### src/sv/psd3_pkg.sv
package psd3_pkg;

  localparam int COORD_WIDTH_DEF = 24;
  localparam int T_FRAC_BITS_DEF = 24;
  localparam int DIST_WIDTH      = 25;

  typedef enum logic [1:0] {
    TM_ZERO,
    TM_ONE,
    TM_DIV
  } tmode_t;

  typedef struct packed {
    logic valid;
    logic degen;
  } psd3_ctl_t;

endpackage

### src/sv/psd3_sqrt.sv
module psd3_sqrt
  import psd3_pkg::*;
#(
  parameter int RW = 54,
  localparam int QW = (RW + 1) / 2,
  localparam int XW = 2 * QW,
  localparam int RMW = QW + 3
) (
  input  logic          clk,
  input  logic          rst_n,
  input  logic          en,
  input  psd3_ctl_t     ctl_i,
  input  logic [RW-1:0] x_i,
  output psd3_ctl_t     ctl_o,
  output logic [QW-1:0] root_o
);

  psd3_ctl_t      ctl_r [QW], ctl_s [QW];
  logic [XW-1:0]  x_r [QW], x_s [QW];
  logic [RMW-1:0] rem_r [QW], rem_s [QW], rem_nxt [QW], sh [QW], trial [QW];
  logic [QW-1:0]  q_r [QW], q_s [QW], q_nxt [QW];

  always_comb begin
    for (int k = 0; k < QW; k++) begin
      if (k == 0) begin
        ctl_s[k] = ctl_i;
        x_s[k]   = XW'(x_i);
        rem_s[k] = '0;
        q_s[k]   = '0;
      end else begin
        ctl_s[k] = ctl_r[k-1];
        x_s[k]   = x_r[k-1];
        rem_s[k] = rem_r[k-1];
        q_s[k]   = q_r[k-1];
      end
      sh[k]    = {rem_s[k][RMW-3:0], x_s[k][XW-1:XW-2]};
      trial[k] = RMW'({q_s[k], 2'b01});
      if (sh[k] >= trial[k]) begin
        rem_nxt[k] = sh[k] - trial[k];
        q_nxt[k]   = {q_s[k][QW-2:0], 1'b1};
      end else begin
        rem_nxt[k] = sh[k];
        q_nxt[k]   = {q_s[k][QW-2:0], 1'b0};
      end
    end
  end

  always_ff @(posedge clk) begin
    if (!rst_n) begin
      for (int k = 0; k < QW; k++) ctl_r[k] <= '0;
    end else if (en) begin
      for (int k = 0; k < QW; k++) ctl_r[k] <= ctl_s[k];
    end
  end

  always_ff @(posedge clk) begin
    if (en) begin
      for (int k = 0; k < QW; k++) begin
        x_r[k]   <= {x_s[k][XW-3:0], 2'b00};
        rem_r[k] <= rem_nxt[k];
        q_r[k]   <= q_nxt[k];
      end
    end
  end

  assign ctl_o  = ctl_r[QW-1];
  assign root_o = q_r[QW-1];

endmodule

### config.mk
export PLATFORM = sky130hd
export DESIGN_NAME = psd3_sqrt
export DESIGN_NICKNAME = d
export VERILOG_FILES = /design/src/sv/psd3_pkg.sv /design/src/sv/psd3_sqrt.sv
export SDC_FILE = /design/constraint.sdc
export NUM_CORES = 2
export LEC_CHECK = 0
export BUFFER_PORTS_ARGS = -buffer_cell sky130_fd_sc_hd__buf_2
export CAP_MARGIN = 30
export CORE_AREA = 2 2 429 431
export DETAILED_ROUTE_END_ITERATION = 10
export DIE_AREA = 0 0 431 433
export GPL_ROUTABILITY_DRIVEN = 0
export GPL_TIMING_DRIVEN = 0
export PLACE_DENSITY = 0.66
export SLEW_MARGIN = 20
export SYNTH_ARGS = -nofsm -noshare
export SYNTH_HDL_FRONTEND = slang
export SYNTH_SLANG_ARGS = --single-unit
### constraint.sdc
create_clock -name clk -period 3.83 [get_ports clk]
set_input_delay 0.1915 -clock clk [delete_from_list [all_inputs] [get_ports clk]]
set_output_delay 0.1915 -clock clk [all_outputs]
set_load 0.03 [all_outputs]
== Word-level counts from Yosys, hierarchy flattened ==
Memory sizes are Yosys's and may differ from the RTL's.
Cells that the tools add are included.

* Register bits: 0
* RAM bits: 2,997
* Input bits: 59
* Output and inout bits: 29
* Memories: 4

* $add $sub $neg: 27
* $lt $le $gt $ge: 27
* Mux-type cells: 86
* Bitwise operators: 27

{| class="wikitable"
|+ Memory list
! name !! depth !! width !! rd ports !! clocked after memory_dff !! write ports !! line !! source
|-
| x_r || 27 || 52 || 26 || 0 || 27 || psd3_sqrt.sv:19 || <nowiki>logic [XW-1:0] x_r [QW], x_s [QW];</nowiki>
|-
| rem_r || 27 || 30 || 26 || 0 || 27 || psd3_sqrt.sv:20 || <nowiki>logic [RMW-1:0] rem_r [QW], rem_s [QW], rem_nxt [QW], sh [QW], trial [QW];</nowiki>
|-
| q_r || 27 || 27 || 27 || 0 || 27 || psd3_sqrt.sv:21 || <nowiki>logic [QW-1:0] q_r [QW], q_s [QW], q_nxt [QW];</nowiki>
|-
| ctl_r || 27 || 2 || 27 || 0 || 27 || psd3_sqrt.sv:18 || <nowiki>psd3_ctl_t ctl_r [QW], ctl_s [QW];</nowiki>
|}

{| class="wikitable"
|+ Operator list
! operator !! number
|-
| 2-to-1 mux 30 bit || 27
|-
| greater-or-equal comparator 30 x 29 -> 1 bit || 26
|-
| subtractor 30 x 29 -> 30 bit || 26
|-
| 2-to-1 mux 2 bit || 27
|-
| 2-to-1 mux 1 bit || 32
|-
| OR 1 bit || 27
|-
| subtractor 2 x 1 -> 3 bit (second input constant) || 1
|-
| greater-or-equal comparator 2 x 1 -> 1 bit (second input constant) || 1
|}

== Longest topological paths before layout ==
* Word-level depth: 4
* Depth in mapped cells: 13

== Worst setup path before layout ==
Ideal clock, no wire load.

* Path type: reg2reg
* From: memory rem_r[1][228] (netlist bit)
* To: memory rem_r[1][267] (netlist bit) (data pin)
* Setup time: 259 ps
* Arrival time: 2,896 ps
* Required time: 3,571 ps
* Setup slack: 676 ps
* Stages on the path, launching flop included: 12
* Path buffers: 2
* Period minus slack after synthesis: 3,154 ps
* Cells stage by stage: edfxtp_1 > ha_1 > clkbuf_1 > nand4_1 > or4_1 > o21ai_1 > or3_1 > nor3_1 > nor2_1 > clkbuf_1 > o211ai_1 > xnor2_1

{| class="wikitable"
|+ RTL lines
! element !! line
|-
| from (decl) || psd3_sqrt.sv:20
|}

==> impl_metrics.toml <==
[die]
core_region_area_um2 = 182000
initial_core_util_pct = 46.6
die_area_um2 = 187000
dieWidth_um = 431
die_h_um = 433
num_rows = 157
pin_count = 88

[placement]
dp.cells = 9031
place_ws_ns = -0.418
port_buffers = 86
dpl.hpwl_mm = 116

[clock_network]
clk_pin_slew_ns = 0.06
cts_sinks = 1825
post_cts_buffers = 0
clk_path_buf_depth = 3
cts_root_buf = "clkbuf_16"
cts_tree = "built"
cts_made_buffers = 193
htreeDepth = 4
clk_latency_ns = 0.84

[power]
powerDensity_nw_per_um2 = 578
p_leak_uw = 0.0366
max-vdd-ir-drop_uv = 430

[drt]
first_iter_violations = 4149
drt-total-wl_mm = 164
via_per_inst = 5.45
drc_errors = 0
dr.pass1.iters = 6
vias = 51800
wire_per_inst_um = 17.3
postRouteAntennaNets = 0

[timing]
fmax_ghz = 0.267
worst_slack_ns = 0.0832
setup_violations = 0
fin_setup_tns_ns = 0
hold_viol = 0
relSlewSlack_pct = 34.7
fin_crit_sh_pct = 97.8
worst_slew_pin_slew_ns = 0.980
finalClockSkew_ns = 0.0458
period_needed_ns = 3.75
worst_hold_slack_ns = 0.0909
slew_viol_final = 0

[synth]
avgSynthCellArea_um2 = 13.0
ys_warn_count = 0
ys_ff_latch = 1825
synthFlopType = "edfxtp_1"
synth_top_area_share_pct = 64.5
synthTopCellsByArea = "edfxtp_1 (65%), ha_1 (6.0%), xor2_1 (3.1%)"
ys_seq_area_share_pct = 64.5
synth_top_area_cell = "edfxtp_1"
synth_nets = 7012
synthCells = 6546
ys_async_sr_fraction_pct = 0
netlist_area_um2 = 84900
synth.distinct_cells = 85
synth_edf_count = 1825

[global_routing]
grt_max_degree = 155
grt_pass1_vias = 51100
grt_pass1_wl_mm = 262
grt_usage_pct = 17.4
antenna_found_initial = 1
overflow = 0

[final_layout]
area.sequential_um2 = 54800
final_util_pct = 52.8
fin_cells = 9496
multi_input_area_um2 = 27700
fillers = 15000
syn_to_final_growth_pct = 13.2
drive_above_1_share_pct = 7.47
nNetsFinal = 7412

[worst_hold_path]
hold_path_end = "x_r[0][17]"
hold_class = "primary input to register"
worstHoldStart = "x_i[17]"
whs_path_depth = 2

[worst_setup_path]
start_kind = "register"
crit_slowest_cell = "nor4b_4"
regToRegStartpoint = "rem_r[0][251]"
critical_path.cell_chain = "or3_4 -> or4_4 -> or4_4 -> o211a_1 -> nor4b_4 -> nor4b_4 -> nand4_1 -> xnor2_1"
reg2reg_slack_ns = 0.08
reg2reg_depth = 8
cp.required_ns = 4.40
endpoint_kind = "register"
worst-path-max-fanout = 8
max_stage_delay_ns = 0.57
arrival_ns = 4.32
worstReg2RegEnd = "rem_r[0][297]"
path_class = "register to register"

[outcome]
status = "finished, final reports clean"

[flow_run]
cap_violations = 0
worst max-delay path, delay by kind of cell, from the launching register on:
family          cells  cell delay [ns]
xor+xnor            1             0.18
flops               1             0.51
simple gates        6             2.46
compound gates      1             0.30
worst max-delay path by stage:
stage / start / to / slack, ns / depth (start not counted)
detailed placement: rem_r[1][228] / rem_r[1][267] / -0.42 / 11
floorplan: rem_r[1][228] / rem_r[1][267] / 0.68 / 11
global route: q_r[1][179] / rem_r[1][237] / -0.03 / 13
CTS: q_r[1][30] / rem_r[1][77] / 0.01 / 11
finish: rem_r[0][251] / rem_r[0][297] / 0.08 / 8
global placement: en / ctl_r[1][20] / -25.57 / 2
report_power, final:
| part | switching, µW | leakage [µW] | internal [µW] |
|---|---|---|---|
| Combinational | 6190 | 0.0159 | 4400 |
| Sequential | 1540 | 0.0176 | 25200 |
| Clock | 7840 | 0.00306 | 10400 |
sequential cells by signal (all words and copies together), names as in the netlist:
register / cells
rem_r: 691
ctl_r: 54
x_r: 702
q_r: 378
synthesized netlist by cell type (all sizes together) (23+ instances only):
library cell	number
xor2	303
a31oi	48
o211ai	42
a211oi	40
nor2b	53
and2	38
o21a	81
or3	68
nor4b	23
o31ai	46
a21oi	347
nand3	102
inv	497
nand4	74
nor2	369
nor3	158
xnor2	267
mux2	50
a21o	147
or2	25
and3	72
nand2	458
o21ai	359
clkbuf	134
or4	52
ha	407
nand2b	88
edfxtp	1825
nor4	88
o21bai	33
placed cells by master (no fill, tap or decap), types with 45 or more instances in the layout:
cell type,instances
o31ai_1,45
dlygate4sd3_1,104
clkbuf_16,193
mux2_2,50
xor2_1,303
nor3_1,158
a21oi_1,347
xnor2_1,267
nand4_1,74
a21o_1,147
a31oi_1,48
clkbuf_1,151
nand2b_1,87
nand3_1,102
nor2_1,367
edfxtp_1,1825
nor2b_1,53
nor4_1,85
inv_1,495
and3_1,72
ha_1,407
buf_2,94
or4_1,50
o21ai_0,357
o21a_1,81
or3_1,67
nand2_1,458
repair_timing:
action,4_1_cts,5_1_grt
resized for setup,11,44
hold buffers,104,0
endpoints found under the hold margin,169,0
endpoints found under the setup margin,70,168
logic make-up (layout without fill, tap and decap cells):
logic type	Yosys count	count (layout)	share of synthesized area (%)
buf+inv	647	1211	2.88
other cells	1	2	0.00442
fa+ha+maj	407	407	6.00
xor+xnor	570	570	5.88
compound gates	1303	1303	9.60
mux	56	56	0.734
simple gates	1737	1737	10.4
flops	1825	1825	64.5
layout make-up:
cell class                      count  share of cell area, %
Tap cell                         2385                   3.10
Clock inverter                    129                   1.35
Timing Repair Buffer              205                   1.94
Antenna cell                        1                0.00260
Clock buffer                      230                   5.17
Sequential cell                  1825                   57.0
Multi-Input combinational cell   4074                   28.9
Buffer                            149                  0.629
Inverter                          498                   1.95
routing by layer:
layer | global-route usage, % | part of all wire (%)
met1 | 21.5 | 42
met2 | 29.9 | 49
met3 | 2.81 | 4.7
met4 | 7.87 | 4.4
met5 | 0 | 0.0043
per-stage QoR:
stage          total power [µW]  instance area (µm²)
2_1_floorplan             34200                84900
3_5_place_dp              37400                88700
5_1_grt                   58300                96100
6_report                  55600                96100
3_3_place_gp              38100                88300
4_1_cts                   56000                96100
Note: power is estimated with default switching activity, not from simulation.
